<file path="src/rtl/gradient_color_lookup_top_defines.svh">
// ---------------------------------------------------------------------------
// Gradient color lookup: assertion macros
// Clocked assertion shorthands shared by the gradient color lookup RTL.
// ---------------------------------------------------------------------------
`ifndef GRADIENT_COLOR_LOOKUP_TOP_DEFINES_SVH
`define GRADIENT_COLOR_LOOKUP_TOP_DEFINES_SVH

// same-cycle implication
`define GCL_CHECK_SAME(name, cond, conseq, msg) \
   name: assert property (@(posedge clock) disable iff (reset) (cond) |-> (conseq)) \
      else $error(msg);

// next-cycle implication
`define GCL_CHECK_NEXT(name, cond, conseq, msg) \
   name: assert property (@(posedge clock) disable iff (reset) (cond) |=> (conseq)) \
      else $error(msg);

`endif

</file>
<file path="src/rtl/gcl_pkg.sv">
`timescale 1ns / 1ps
// ---------------------------------------------------------------------------
// Gradient color lookup package
// Widths, word types and codes shared by the gradient lookup pipeline.
// ---------------------------------------------------------------------------
package gcl_pkg;

   localparam int CHAN_W     = 12;
   localparam int POS_W      = 16;
   localparam int NUM_CHAN   = 4;
   localparam int CNT_W      = 3;
   localparam int STOP_W     = 64;
   localparam int CSR_IDX_W  = 3;
   localparam int PROD_W     = CHAN_W + POS_W;
   localparam int QUOT_W     = CHAN_W;
   localparam int QUOT_STEPS = 2;
   localparam int DIV_STAGES = QUOT_W / QUOT_STEPS;
   localparam int NUM_STAGES = DIV_STAGES + 4;

   // channel slots inside a color word
   localparam int CH_RED   = 3;
   localparam int CH_GREEN = 2;
   localparam int CH_BLUE  = 1;
   localparam int CH_ALPHA = 0;

   // register indexes
   localparam int REG_STOP_COUNT = 0;
   localparam int REG_STOP_FIRST = 1;

   typedef logic [CHAN_W-1:0] chan_type;
   typedef logic [POS_W-1:0]  pos_type;
   typedef logic [PROD_W-1:0] prod_type;
   typedef chan_type [NUM_CHAN-1:0] color_type;

   typedef struct packed {
      pos_type   pos;
      color_type color;
   } stop_type;

   typedef struct packed {
      logic      bypass;
      pos_type   p;
      pos_type   pl;
      pos_type   pr;
      color_type cl;
      color_type cr;
   } seg_type;

   typedef struct packed {
      logic                bypass;
      color_type           base;
      logic [NUM_CHAN-1:0] neg;
   } side_type;

   typedef struct packed {
      side_type  side;
      color_type mag;
      pos_type   dp;
      pos_type   span;
   } prep_type;

   typedef struct packed {
      side_type                 side;
      prod_type [NUM_CHAN-1:0]  rem;
      color_type                quot;
      pos_type                  span;
   } div_type;

   localparam color_type COLOR_BLACK = '{CH_RED: '0, CH_GREEN: '0, CH_BLUE: '0,
                                         CH_ALPHA: '1};

endpackage

</file>
<file path="src/rtl/gcl_scale.sv">
`timescale 1ns / 1ps
// ---------------------------------------------------------------------------
// Gradient scale stages
// Two stages: channel deltas and offsets, then delta times offset.
// ---------------------------------------------------------------------------
module gcl_scale (
   input  logic             clock,
   input  logic [1:0]       load,
   input  gcl_pkg::seg_type seg_i,
   output gcl_pkg::div_type div_o
);
   import gcl_pkg::*;

   prep_type prep_in;
   prep_type prep_ff;
   div_type  mul_in;
   div_type  mul_ff;

   always_comb begin
      prep_in.side.bypass = seg_i.bypass;
      prep_in.side.base   = seg_i.cl;
      prep_in.dp          = seg_i.p - seg_i.pl;
      prep_in.span        = seg_i.pr - seg_i.pl;
      for (int c = 0; c < NUM_CHAN; c++) begin
         prep_in.side.neg[c] = seg_i.cr[c] < seg_i.cl[c];
         prep_in.mag[c]      = prep_in.side.neg[c] ? (seg_i.cl[c] - seg_i.cr[c])
                                                   : (seg_i.cr[c] - seg_i.cl[c]);
      end
   end

   always_comb begin
      mul_in.side = prep_ff.side;
      mul_in.span = prep_ff.span;
      mul_in.quot = '0;
      for (int c = 0; c < NUM_CHAN; c++) begin
         mul_in.rem[c] = PROD_W'(prep_ff.mag[c]) * PROD_W'(prep_ff.dp);
      end
   end

   always_ff @(posedge clock) begin
      if (load[0]) begin
         prep_ff <= prep_in;
      end
      if (load[1]) begin
         mul_ff <= mul_in;
      end
   end

   assign div_o = mul_ff;

endmodule

</file>
<file path="config.mk">
export PLATFORM = sky130hd
export DESIGN_NAME = gcl_scale
export DESIGN_NICKNAME = d
export VERILOG_FILES = /design/src/rtl/gradient_color_lookup_top_defines.svh /design/src/rtl/gcl_pkg.sv /design/src/rtl/gcl_scale.sv
export SDC_FILE = /design/constraint.sdc
export NUM_CORES = 2
export LEC_CHECK = 0
export ABC_AREA = 1
export BUFFER_PORTS_ARGS = -buffer_cell sky130_fd_sc_hd__buf_4
export CAP_MARGIN = 20
export CORE_ASPECT_RATIO = 1.75
export CORE_MARGIN = 5
export CORE_UTILIZATION = 60
export CTS_BUF_LIST = sky130_fd_sc_hd__clkbuf_4
export CTS_CLUSTER_SIZE = 16
export DETAILED_ROUTE_END_ITERATION = 7
export PLACE_DENSITY_LB_ADDON = 0.15
export REMOVE_ABC_BUFFERS = 1
export SLEW_MARGIN = 20
export SYNTH_ARGS = -nofsm -noshare
export SYNTH_HDL_FRONTEND = slang
export SYNTH_SLANG_ARGS = --single-unit
</file>
<file path="constraint.sdc">
create_clock -name clock -period 7.1 [get_ports clock]
set_clock_uncertainty 0.05 [all_clocks]
set_input_delay 2.13 -clock clock [delete_from_list [all_inputs] [get_ports clock]]
set_output_delay 2.13 -clock clock [all_outputs]
set_load 0.01 [all_outputs]
</file>
# ---- Yosys cells after proc, flatten, opt, wreduce, memory -nomap -nowiden
# Cells that the tools add are included.
dict set report classes {
  n_addsub 10
  n_lt_le_gt_ge 4
  muxes 4
  n_mul 4
}
# operator n
set ops {}
lappend ops {{$mul 12x16->28} 4}
lappend ops {{$sub 12x12->12} 8}
lappend ops {{$lt 12x12->1} 4}
lappend ops {{$mux 12} 4}
lappend ops {{$sub 16x16->16} 2}
dict set report totals {
  in_bits 148
  regBits 314
}

# ---- Logic depth before layout (Yosys ltp)
dict set report logic_depth {
  word_depth 2
  mapped_depth 24
}

# ---- Worst setup path before layout
# No wires, ideal clock.
dict set report synth_timing {
  path_kind {flip-flop to flip-flop}
  from {register prep_ff[23] (netlist bit)}
  to {register mul_ff (netlist bit div_o[147]), data pin}
  arrival_ns 4.669
  required_time_ns 6.797
  path_slack_ns 2.128
  stages_incl_launch_ff 23
  setup_ns 0.253
  cell_sequence {edfxtp_1 -> clkbuf_1 -> clkbuf_1 -> nand2_1 -> fa_1 -> inv_1 -> fa_1 -> inv_1 -> fa_1 -> inv_1 -> fa_1 -> inv_1 -> fa_1 -> inv_1 -> ha_1 -> nand2_1 -> inv_1 -> a21oi_1 -> nand2_1 -> nand2_1 -> nand3_1 -> nand2_1 -> nand2_1}
}
# element line
set synth_lines {}
lappend synth_lines {{start: declaration} gcl_scale.sv:15} ;# prep_type prep_ff;
lappend synth_lines {{start signal: assignment} gcl_scale.sv:42} ;# prep_ff <= prep_in;
lappend synth_lines {{end signal: assignment} gcl_scale.sv:45} ;# mul_ff <= mul_in;
lappend synth_lines {{end: declaration} gcl_scale.sv:17} ;# div_type mul_ff;

==> impl_metrics.json <==
{
  "port_buffers": 328,
  "finalSetupTns_ns": 0,
  "worstSkewPairLatency_ns": 0.98,
  "synth_area_sq_mm": 0.0441,
  "ff2ff_path_depth": 18,
  "synth_edf_count": 314,
  "crit_path_end_kind": "register",
  "die-area_sq_mm": 0.0792,
  "grt_pass1_wl_um": 188000,
  "yosys_warnings": 0,
  "path_class": "reg2reg",
  "crit_start": "prep_ff[26]",
  "cp.arrival_ns": 6.35,
  "setup_viol": 0,
  "hold_path.startpoint": "mul_in[2]",
  "r2r_setup_slack_ns": 1.38,
  "cts_buffers": 81,
  "ys_seq_elements": 314,
  "core-area_sq_mm": 0.0729,
  "min_to": "div_o[2]",
  "synth_ff_type": "edfxtp_1",
  "vias": 35800,
  "gp_congestion": 0.961,
  "gr-total-overflow": 0,
  "dpl.hpwl_um": 92900,
  "cts_root_buf": "clkbuf_4",
  "totalWireLength_um": 114000,
  "drt_iter0_markers": 2065,
  "dr.pass1.iters": 6,
  "syn_to_final_growth_pct": 9.59,
  "critical_path_required_ns": 7.72,
  "n_fill_cell": 6394,
  "rows": 131,
  "drc_errors": 0,
  "synth_cell_types": 41,
  "h-tree-depth": 3,
  "dpl_cell_area_sq_mm": 0.0471,
  "seq_area_frac_synth_pct": 21.4,
  "min_path_type": "reg2reg",
  "avgViaCountPerCell": 5.14,
  "tightestPinTransition_ns": 1.08,
  "status": "finished clean",
  "r2r_end": "div_o[147]",
  "die_w_um": 215,
  "drv_cap": 0,
  "cts_resized": 0,
  "antenna_found_initial": 9,
  "synthCells": 5713,
  "clockBufferDepth": 3,
  "slew_violations": 0,
  "initial_core_util_pct": 60.4,
  "die_y_um": 369,
  "max_freq_mhz": 175,
  "rsz0062_at_grt": "no",
  "grt_max_degree": 104,
  "final_common_cell": "nand2_1",
  "final_hold_viol_count": 0,
  "nNetsFinal": 7076,
  "cts_tree": "done",
  "cts_sinks": 314,
  "clkTransAtPathRegs_ns": 0.07,
  "syn_area_per_cell_sq_um": 7.71,
  "io_pins": 377,
  "whs_path_depth": 0,
  "path_max_fanout": 21,
  "drive_gt1_share_pct": 8.92,
  "min_period_ns": 5.72,
  "min_period_over_period_pct": 80.6,
  "post_cts_buffers": 0,
  "slew_headroom_pct": 28.2,
  "grt_pass1_vias": 38100,
  "final_cell_mix": "nand2_1, inv_1, fa_1, ha_1, buf_4",
  "grt_usage_pct": 29.5,
  "r2r_start": "prep_ff[26]",
  "antenna_left": 0,
  "multiInputGateArea_sq_mm": 0.0279,
  "hold_buffers": 0,
  "cp-start-kind": "register",
  "seq_area_sq_mm": 0.00943,
  "final_area_sq_mm": 0.0483,
  "wire_per_inst_um": 16.3,
  "synth-async-reset-ratio_pct": 0
}
## through the flow
step | cells | utilization, % | hold slack, ns | setup WS [ns]
4_1_cts | 6960 | 66.2 | 0.327 | 1.40
2_1_floorplan | 5516 | - | 0.350 | 1.92
5_1_grt | 6970 | 66.2 | 0.367 | 1.02
3_3_place_gp | 6820 | 64.6 | 0.350 | 1.47
3_5_place_dp | 6820 | 64.6 | 0.355 | 1.46
6_report | 6970 | 66.2 | 0.358 | 1.38
## Yosys cell counts (52+ instances only)
master	count	area, sq um
clkbuf_1	172	646
nand2_1	1843	6920
ha_1	386	4830
edfxtp_1	314	9430
a21oi_1	140	701
inv_1	1522	5710
nand4_1	55	344
nor2_1	214	803
fa_1	570	11400
xor2_1	87	762
nand3_1	149	746
buf_4	52	390
## cells by family (layout without fill, tap and decap cells)
group                      count (synthesis)  after routing  synth area share [%]
other                                      1             58               0.00851
adders and majority gates                956            956                  36.9
buffers and inverters                   1774           2043                  15.7
DFF                                      314            314                  21.4
and+or+nand+nor                         2330           2330                  21.0
AOI/OAI and AO/OA                        220            220                  2.67
xor gates and xnor gates                 118            118                  2.35
## worst max-delay path, cell delays in order (launching register included)
cell      delay, ns
edfxtp_1       1.06
buf_4          0.33
nand2_1        0.09
fa_1           0.53
fa_1           0.51
inv_1          0.05
fa_1           0.49
fa_1           0.49
inv_1          0.05
fa_1           0.47
inv_1          0.04
ha_1           0.36
nand2_1        0.11
nor2_1         0.27
nand2_1        0.15
nor2_1         0.12
nand2_1        0.08
nand4_1        0.10
nand2_1        0.05
## routing by layer
layer,global-route usage (%),part of all wire (%)
met5,0,0
met4,15.9,6.1
met3,4.72,6.2
met2,55.1,53
met1,31.8,35
## worst max-delay path by stage
stage | endpoint | slack (ns) | cells after the start
floorplan | div_o[147] | 1.92 | 20
CTS | div_o[147] | 1.40 | 18
finish | div_o[147] | 1.38 | 18
global placement | div_o[84] | 1.47 | 18
global route | div_o[145] | 1.02 | 19
detailed placement | div_o[84] | 1.46 | 18
## layout make-up
type                    count  area share [%]
diodes                     10          0.0518
flip-flops and latches    314            19.5
repair buffers            373            5.97
inverters                1530            11.9
clock inverters            38           0.790
multi-input cells        3672            57.8
well taps                 931            2.41
clock buffers             102            1.59
## registers in the layout, indices dropped and copies added, names as in the netlist
name     flops
mul_in      69
div_o      181
prep_ff     64
Power is not shown: default switching activity piles up to over one toggle a cycle in this logic, so the estimate is an artifact.
