--- config.mk ---
export PLATFORM = sky130hd
export DESIGN_NAME = gcl_div
export DESIGN_NICKNAME = d
export VERILOG_FILES = /design/src/rtl/gradient_color_lookup_top_defines.svh /design/src/rtl/gcl_pkg.sv /design/src/rtl/gcl_div.sv
export SDC_FILE = /design/constraint.sdc
export NUM_CORES = 2
export LEC_CHECK = 0
export ABC_AREA = 0
export BUFFER_PORTS_ARGS = -buffer_cell sky130_fd_sc_hd__buf_2
export CAP_MARGIN = 0
export CORE_UTILIZATION = 30
export CTS_CLUSTER_DIAMETER = 200
export CTS_CLUSTER_SIZE = 30
export DETAILED_ROUTE_END_ITERATION = 8
export GPL_ROUTABILITY_DRIVEN = 0
export PLACE_DENSITY_LB_ADDON = 0.2
export SLEW_MARGIN = 20
export SYNTH_ARGS = -nofsm -noshare
export SYNTH_HDL_FRONTEND = slang
export SYNTH_SLANG_ARGS = --single-unit
--- constraint.sdc ---
create_clock -name clock -period 7 [get_ports clock]
set_input_delay 0.35 -clock clock [delete_from_list [all_inputs] [get_ports clock]]
set_output_delay 0.35 -clock clock [all_outputs]
set_load 0.1 [all_outputs]
--- src/rtl/gradient_color_lookup_top_defines.svh ---
// ---------------------------------------------------------------------------
// Gradient color lookup: assertion macros
// Clocked assertion shorthands shared by the gradient color lookup RTL.
// ---------------------------------------------------------------------------
`ifndef GRADIENT_COLOR_LOOKUP_TOP_DEFINES_SVH
`define GRADIENT_COLOR_LOOKUP_TOP_DEFINES_SVH

// same-cycle implication
`define GCL_CHECK_SAME(name, cond, conseq, msg) \
   name: assert property (@(posedge clock) disable iff (reset) (cond) |-> (conseq)) \
      else $error(msg);

// next-cycle implication
`define GCL_CHECK_NEXT(name, cond, conseq, msg) \
   name: assert property (@(posedge clock) disable iff (reset) (cond) |=> (conseq)) \
      else $error(msg);

`endif

--- src/rtl/gcl_pkg.sv ---
`timescale 1ns / 1ps
// ---------------------------------------------------------------------------
// Gradient color lookup package
// Widths, word types and codes shared by the gradient lookup pipeline.
// ---------------------------------------------------------------------------
package gcl_pkg;

   localparam int CHAN_W     = 12;
   localparam int POS_W      = 16;
   localparam int NUM_CHAN   = 4;
   localparam int CNT_W      = 3;
   localparam int STOP_W     = 64;
   localparam int CSR_IDX_W  = 3;
   localparam int PROD_W     = CHAN_W + POS_W;
   localparam int QUOT_W     = CHAN_W;
   localparam int QUOT_STEPS = 2;
   localparam int DIV_STAGES = QUOT_W / QUOT_STEPS;
   localparam int NUM_STAGES = DIV_STAGES + 4;

   // channel slots inside a color word
   localparam int CH_RED   = 3;
   localparam int CH_GREEN = 2;
   localparam int CH_BLUE  = 1;
   localparam int CH_ALPHA = 0;

   // register indexes
   localparam int REG_STOP_COUNT = 0;
   localparam int REG_STOP_FIRST = 1;

   typedef logic [CHAN_W-1:0] chan_type;
   typedef logic [POS_W-1:0]  pos_type;
   typedef logic [PROD_W-1:0] prod_type;
   typedef chan_type [NUM_CHAN-1:0] color_type;

   typedef struct packed {
      pos_type   pos;
      color_type color;
   } stop_type;

   typedef struct packed {
      logic      bypass;
      pos_type   p;
      pos_type   pl;
      pos_type   pr;
      color_type cl;
      color_type cr;
   } seg_type;

   typedef struct packed {
      logic                bypass;
      color_type           base;
      logic [NUM_CHAN-1:0] neg;
   } side_type;

   typedef struct packed {
      side_type  side;
      color_type mag;
      pos_type   dp;
      pos_type   span;
   } prep_type;

   typedef struct packed {
      side_type                 side;
      prod_type [NUM_CHAN-1:0]  rem;
      color_type                quot;
      pos_type                  span;
   } div_type;

   localparam color_type COLOR_BLACK = '{CH_RED: '0, CH_GREEN: '0, CH_BLUE: '0,
                                         CH_ALPHA: '1};

endpackage

--- src/rtl/gcl_div.sv ---
`timescale 1ns / 1ps
// ---------------------------------------------------------------------------
// Gradient divider
// Pipelined restoring divide of the four channel products by the segment
// span, a fixed number of quotient bits per stage.
// ---------------------------------------------------------------------------
module gcl_div (
   input  logic                               clock,
   input  logic [gcl_pkg::DIV_STAGES-1:0]     load,
   input  gcl_pkg::div_type                   div_i,
   output gcl_pkg::div_type                   div_o
);
   import gcl_pkg::*;

   div_type stg_in [DIV_STAGES];
   div_type stg_ff [DIV_STAGES];

   always_comb begin
      int       b;
      prod_type trial;
      for (int j = 0; j < DIV_STAGES; j++) begin
         stg_in[j] = (j == 0) ? div_i : stg_ff[(j == 0) ? 0 : j - 1];
         for (int c = 0; c < NUM_CHAN; c++) begin
            for (int s = 0; s < QUOT_STEPS; s++) begin
               b     = QUOT_W - 1 - j * QUOT_STEPS - s;
               trial = PROD_W'(stg_in[j].span) << b;
               if (stg_in[j].rem[c] >= trial) begin
                  stg_in[j].rem[c]     = stg_in[j].rem[c] - trial;
                  stg_in[j].quot[c][b] = 1'b1;
               end
            end
         end
      end
   end

   always_ff @(posedge clock) begin
      for (int j = 0; j < DIV_STAGES; j++) begin
         if (load[j]) begin
            stg_ff[j] <= stg_in[j];
         end
      end
   end

   assign div_o = stg_ff[DIV_STAGES-1];

endmodule

# Yosys cells after proc, flatten, opt, wreduce, memory -nomap -nowiden
# Memory sizes are Yosys's and may differ from the RTL's.
# Index checks and enable logic that the tools add are counted.
# op_classes
addsub	48
n_lt_le_gt_ge	48
n_mux	108
# op_table
operator	n
2-to-1 mux 28 bit	48
greater-or-equal comparator 28 x 16 -> 1 bit	4
greater-or-equal comparator 28 x 17 -> 1 bit	4
greater-or-equal comparator 28 x 18 -> 1 bit	4
greater-or-equal comparator 28 x 19 -> 1 bit	4
greater-or-equal comparator 28 x 20 -> 1 bit	4
greater-or-equal comparator 28 x 21 -> 1 bit	4
greater-or-equal comparator 28 x 22 -> 1 bit	4
greater-or-equal comparator 28 x 23 -> 1 bit	4
greater-or-equal comparator 28 x 24 -> 1 bit	4
greater-or-equal comparator 28 x 25 -> 1 bit	4
greater-or-equal comparator 28 x 26 -> 1 bit	4
greater-or-equal comparator 28 x 27 -> 1 bit	4
subtractor 28 x 16 -> 28 bit	4
subtractor 28 x 17 -> 28 bit	4
subtractor 28 x 18 -> 28 bit	4
subtractor 28 x 19 -> 28 bit	4
subtractor 28 x 20 -> 28 bit	4
subtractor 28 x 21 -> 28 bit	4
subtractor 28 x 22 -> 28 bit	4
subtractor 28 x 23 -> 28 bit	4
subtractor 28 x 24 -> 28 bit	4
subtractor 28 x 25 -> 28 bit	4
subtractor 28 x 26 -> 28 bit	4
2 further kinds	64
# word_totals
register_bits	0
ram_bits	1374
in_bits	236
out_inout_bits	229
n_memories	1
# memory_table
name	depth	word_bits	rd	rd_ports_with_merged_regs	write_ports	line	rtl
stg_ff	6	229	6	0	6	gcl_div.sv:16	div_type stg_ff [DIV_STAGES];

# Logic depth before layout (Yosys ltp)
# logic_depth
ltp_word	4
mapped_depth	29
ltp_nobuf	27

# Worst setup path before layout
# Ideal clock, no wire load.
# synth_timing
path_type	input port to flip-flop
startpoint	in div_i[1] (netlist name)
endpoint	mem stg_ff[0][82] (netlist name), data pin
arrival_time_ns	6.290
required_time_ns	6.740
path_slack_ns	0.450
stages	28
n_path_buf	2
cell_sequence	inv_1 -> ha_1 -> nor2b_1 -> o21ai_0 -> a21boi_0 -> o21ai_0 -> a21oi_1 -> nor4_1 -> nor4_1 -> o21ai_0 -> nand2_1 -> clkbuf_1 -> nor2_1 -> a21oi_1 -> fa_1 -> a21o_1 -> a21oi_1 -> o21ai_0 -> a21oi_1 -> o21ai_0 -> a21oi_1 -> o21ai_0 -> a21o_1 -> a21oi_1 -> o21ai_0 -> nor3_2 -> clkbuf_1 -> mux2_2
# synth_rtl
element	line	rtl
start, declared	gcl_div.sv:10	input gcl_pkg::div_type div_i,
end, declared	gcl_div.sv:16	

==> metrics.md <==
| Metric | Value |
|---|---|
| Outcome | `complete, no violations` |
| Post-DR vias/cell | `slightly above 5` |
| PnR worst setup slack | `slightly above 300 ps` |
| Worst EP arrival | `a little over 7000 ps` |
| Mux contribution to synthesized area | `approximately 4%` |
| H-tree levels | `2` |
| RR Endpoint | `stg_ff[2][73]` |
| Antenna violations before repair | `8` |
| Mapped Nets | `between 10k and 15k` |
| Critical Path RT | `7540 ps` |
| Vias in the first global route | `around 68k` |
| Largest family of logic cells by synthesized area | `compound AO/OA/AOI/OAI gates` |
| Reg2Reg Depth | `21` |
| Max-cap viol count | `0` |
| P per Cell Area | `about 500 nW/µm²` |
| Min-delay worst type | `in2reg` |
| DRC Markers | `0` |
| Largest net degree at the start of global routing | `approximately 130` |
| Compound-Gate Fraction of Synth Area | `15.7%` |
| Top flop regs | `stg_ff: 1374 flops` |
| Initial DRC count | `about 5.7k` |
| Hold slack | `about 60 ps` |
| Row count | `203` |
| FF-to-FF setup slack | `~310 ps` |
| RSZ-0062 raised after global routing | `false` |
| DP Area | `102000 µm²` |
| Flop pwr share | `a little over a quarter` |
| GRT Util Overall | `17.9%` |
| Die Ht | `between 500 and 600 µm` |
| Via count | `a little over 70k` |
| Pre-antenna DRT Iters | `6` |
| Initial core utilization | `between 30% and 40%` |
| Slew headroom | `between 20% and 30%` |
| CP startpoint | `stg_ff[1][2]` |
| Final setup vio count | `0` |
| CTS root buffer | `clkbuf_16` |
| Skew final | `39.1 ps` |
| Clock power share | `7.6%` |
| Fmax | `between 0.1 and 0.15 GHz` |
| Total Wirelength | `approximately 290 mm` |
| Largest register FFs | `~1.4k` |
| Synth Area in Simple Gates | `between 10 and 15%` |
| Tcrit/Tclk final | `about 96%` |
| Synth Cell Area | `just over 90000 µm²` |
| Setup TNS | `0 ps` |
| Port bufs | `about 460` |
| Synth Register Bits | `1374` |
| First-pass GRT wire length | `426 mm` |
| WS Path Type | `reg2reg` |
| Area leader, netlist | `edfxtp_1` |
| Final nets | `approximately 11k` |
| CTS tree | `done` |
| Top FF cell, synth | `edfxtp_1` |
| Slowest stage cell, crit path | `edfxtp_1` |
| Fin crit period | `between 6000 and 7000 ps` |
| Post-place setup slack | `~300 ps` |
| Worst-Skew Late Latency | `~800 ps` |
| Number of fill cells | `31.1k` |
| DPL Wire Length | `between 200 and 250 mm` |
| WL/cell | `~21 µm` |
| GR Overflow Total | `0` |
| Worst setup EP type | `flop` |
| Synth top area share | `about 44%` |
| Core area | `~310000 µm²` |
| Count of cell types in the netlist | `between 90 and 100` |
| CP Capture Point | `stg_ff[2][73]` |
| Layout cells sized above 1 | `a little under an eighth` |
| R2R Path Start | `stg_ff[1][2]` |
| Pint | `around 28 mW` |
| Kind of launch point of the worst setup path | `flop` |
| Final Max Tran Viols | `0` |
| Seq/Total Area, Yosys | `between 40% and 50%` |
| Comb pwr share | `between 60 and 70%` |
| Slowest stage delay, CP | `about 550 ps` |
| Most used cell, CP | `buf_4` |
| Bufs on Longest Clock Path | `3` |
| Sw Ratio | `~47%` |
| Fin area | `about 100000 µm²` |
| Leakage | `a little over 40 nW` |
| Post-Synth XOR/XNOR Area | `under 10%` |
| Post-synth EDFFs | `1374` |
| Die area | `312000 µm²` |
| Mean Syn Cell Area | `10.4 µm²` |
| Switching power | `approximately 25 mW` |
| Layout area overhead | `13.0%` |
| Hold Fails Final Rpt | `0` |
| Slew @ Worst Pin | `1050 ps` |
| Clock transition at path regs | `140 ps` |
| Final Util | `about a third` |
| Cells after synthesis | `8958` |
| Crit-path max FO | `22` |
| Synthesis Warnings | `0` |
| Total CTS buffers | `51` |
| IO Pins | `465` |
| Clk sinks | `1374` |
| Final antenna-violating net count | `0` |
| Synth area leaders | `edfxtp_1, ha_1, xnor2_1` |
| Die outline width | `~560 µm` |
| Peak supply drop | `between 0.2 and 0.25 mV` |
| Most flops, register | `stg_ff` |
| Crit-path cells | `clkinvlp_4, buf_4, ha_1, o21ai_0, a21boi_0, o31ai_1, a31oi_1, a21oi_4, buf_4, o21ai_0, ha_1, a21oi_1, a211o_1, a31oi_1, a21o_1, a21oi_1, nand2_1, a41oi_1, and4_1, buf_4, mux2_2` |
| Asr flop ratio synth | `0%` |
| Adder-cell area share of the yosys netlist | `11.4%` |
cell families after synthesis:
family | count (synthesis)
adders and majority gates | 816
AOI/OAI and AO/OA | 2325
DFF | 1374
muxes | 342
xor gates and xnor gates | 763
and+or+nand+nor | 2745
buffers and inverters | 593
area by class of cell:
class                   instances  area [µm²]  area share, %
flip-flops and latches       1374       41300           39.3
clock buffers                  51        1280           1.22
clock inverters                 5        86.3         0.0823
multi-input cells            6991       49500           47.2
well taps                    4100        5130           4.89
diodes                          5        12.5         0.0119
repair buffers                872        6070           5.79
inverters                     423        1600           1.52
placed cells by master, fill, tap and decap left out, types with 24 or more instances in the layout:
cell,instances
dlygate4sd3_1,181
nor2_1,666
a21o_1,274
nor3b_1,24
ha_1,768
edfxtp_1,1374
a21boi_0,51
inv_1,420
nand2_1,703
nor3_1,195
a211oi_1,58
fa_1,48
and2_1,54
or2_2,61
o31ai_1,75
o21bai_1,82
xnor2_1,503
and4_1,27
o31a_1,24
nand3_1,177
or4_1,48
nand2b_1,164
a21oi_1,689
buf_2,458
nor4_1,85
or3_1,87
mux2_2,281
o21ai_0,594
a31oi_1,68
buf_4,213
and3_1,55
nand4_1,133
mux2i_1,59
xor2_1,260
clkbuf_16,51
o211ai_1,38
nor2b_1,140
a211o_1,26
o21a_1,103
what timing repair did:
item                                   in CTS  in global routing
endpoints found under the hold margin     291                  0
buffers inserted                            0                  5
hold buffers                              181                  0
gates resized for setup                     0                  8
setup endpoints to repair                   0                 46
routing by layer:
layer,vias up,share of wire (%),global-route usage [%]
met5,-,0,0
met4,0,3.6,5.92
met3,314,3.8,1.58
met2,1735,46,29.3
met1,34200,47,24.7
li1,35000,-,-
power groups by stage:
stage          Sequential [mW]  Clock (mW)  Combinational, mW
3_3_place_gp              14.2           0               33.1
3_5_place_dp              14.2           0               33.6
6_report                  14.1        3.99               34.2
4_1_cts                   14.0        4.28               33.9
5_1_grt                   14.2        4.46               37.7
2_1_floorplan             15.6           0               23.9
per-stage QoR:
stage	power, mW	instances
2_1_floorplan	39.5	8958
3_3_place_gp	47.3	13600
3_5_place_dp	47.8	13600
4_1_cts	52.2	13800
5_1_grt	56.4	13800
6_report	52.3	13800
cells in the mapped netlist, types with 13 or more instances:
library cell	instances
or4_1	48
o31a_1	24
a21boi_0	51
o21a_1	103
clkbuf_1	141
a21o_1	274
and3_1	55
o31ai_1	76
xor2_1	260
a21oi_1	690
a211oi_1	58
a41oi_1	15
nor3_1	196
a31oi_1	68
nand3_1	177
nor4_1	88
a2111oi_0	19
and4_1	27
fa_1	48
o21bai_1	83
edfxtp_1	1374
ha_1	768
mux2i_1	59
xnor2_1	503
nor4b_1	25
a31o_2	19
nor2_1	668
o41ai_1	13
nand4_1	133
inv_1	423
o21ai_0	596
buf_2	19
and2_1	54
nand3b_1	23
o211ai_1	38
nor3b_1	25
or2_2	61
a211o_1	26
nor2b_1	140
nand2_1	703
nand2b_1	164
or3_1	87
o22ai_1	14
mux2_2	281
nand4b_1	21
how the worst min path moves through the flow:
stage | startpoint | end | slack (ps) | cells past startpoint
CTS | load[2] | stg_ff[2][31] | 4 | 1
floorplan | stg_ff[0][16] | stg_ff[1][16] | 400 | 0
finish | load[2] | stg_ff[2][217] | 60 | 1
detailed placement | stg_ff[0][182] | stg_ff[1][182] | 400 | 0
global placement | stg_ff[1][185] | stg_ff[2][185] | 400 | 0
global route | load[2] | stg_ff[2][217] | 30 | 1
critical path, delay by kind of cell (launching register included):
| kind | cells | cell delay [ps] |
|---|---|---|
| adder cells (fa/ha/maj) | 2 | 720 |
| AND/OR/NAND/NOR | 2 | 340 |
| AO/OA/AOI/OAI | 12 | 3220 |
| buffers and inverters | 4 | 1140 |
| multiplexers | 1 | 420 |
| flip-flops | 1 | 550 |
Power figures use the tool's default switching activity.
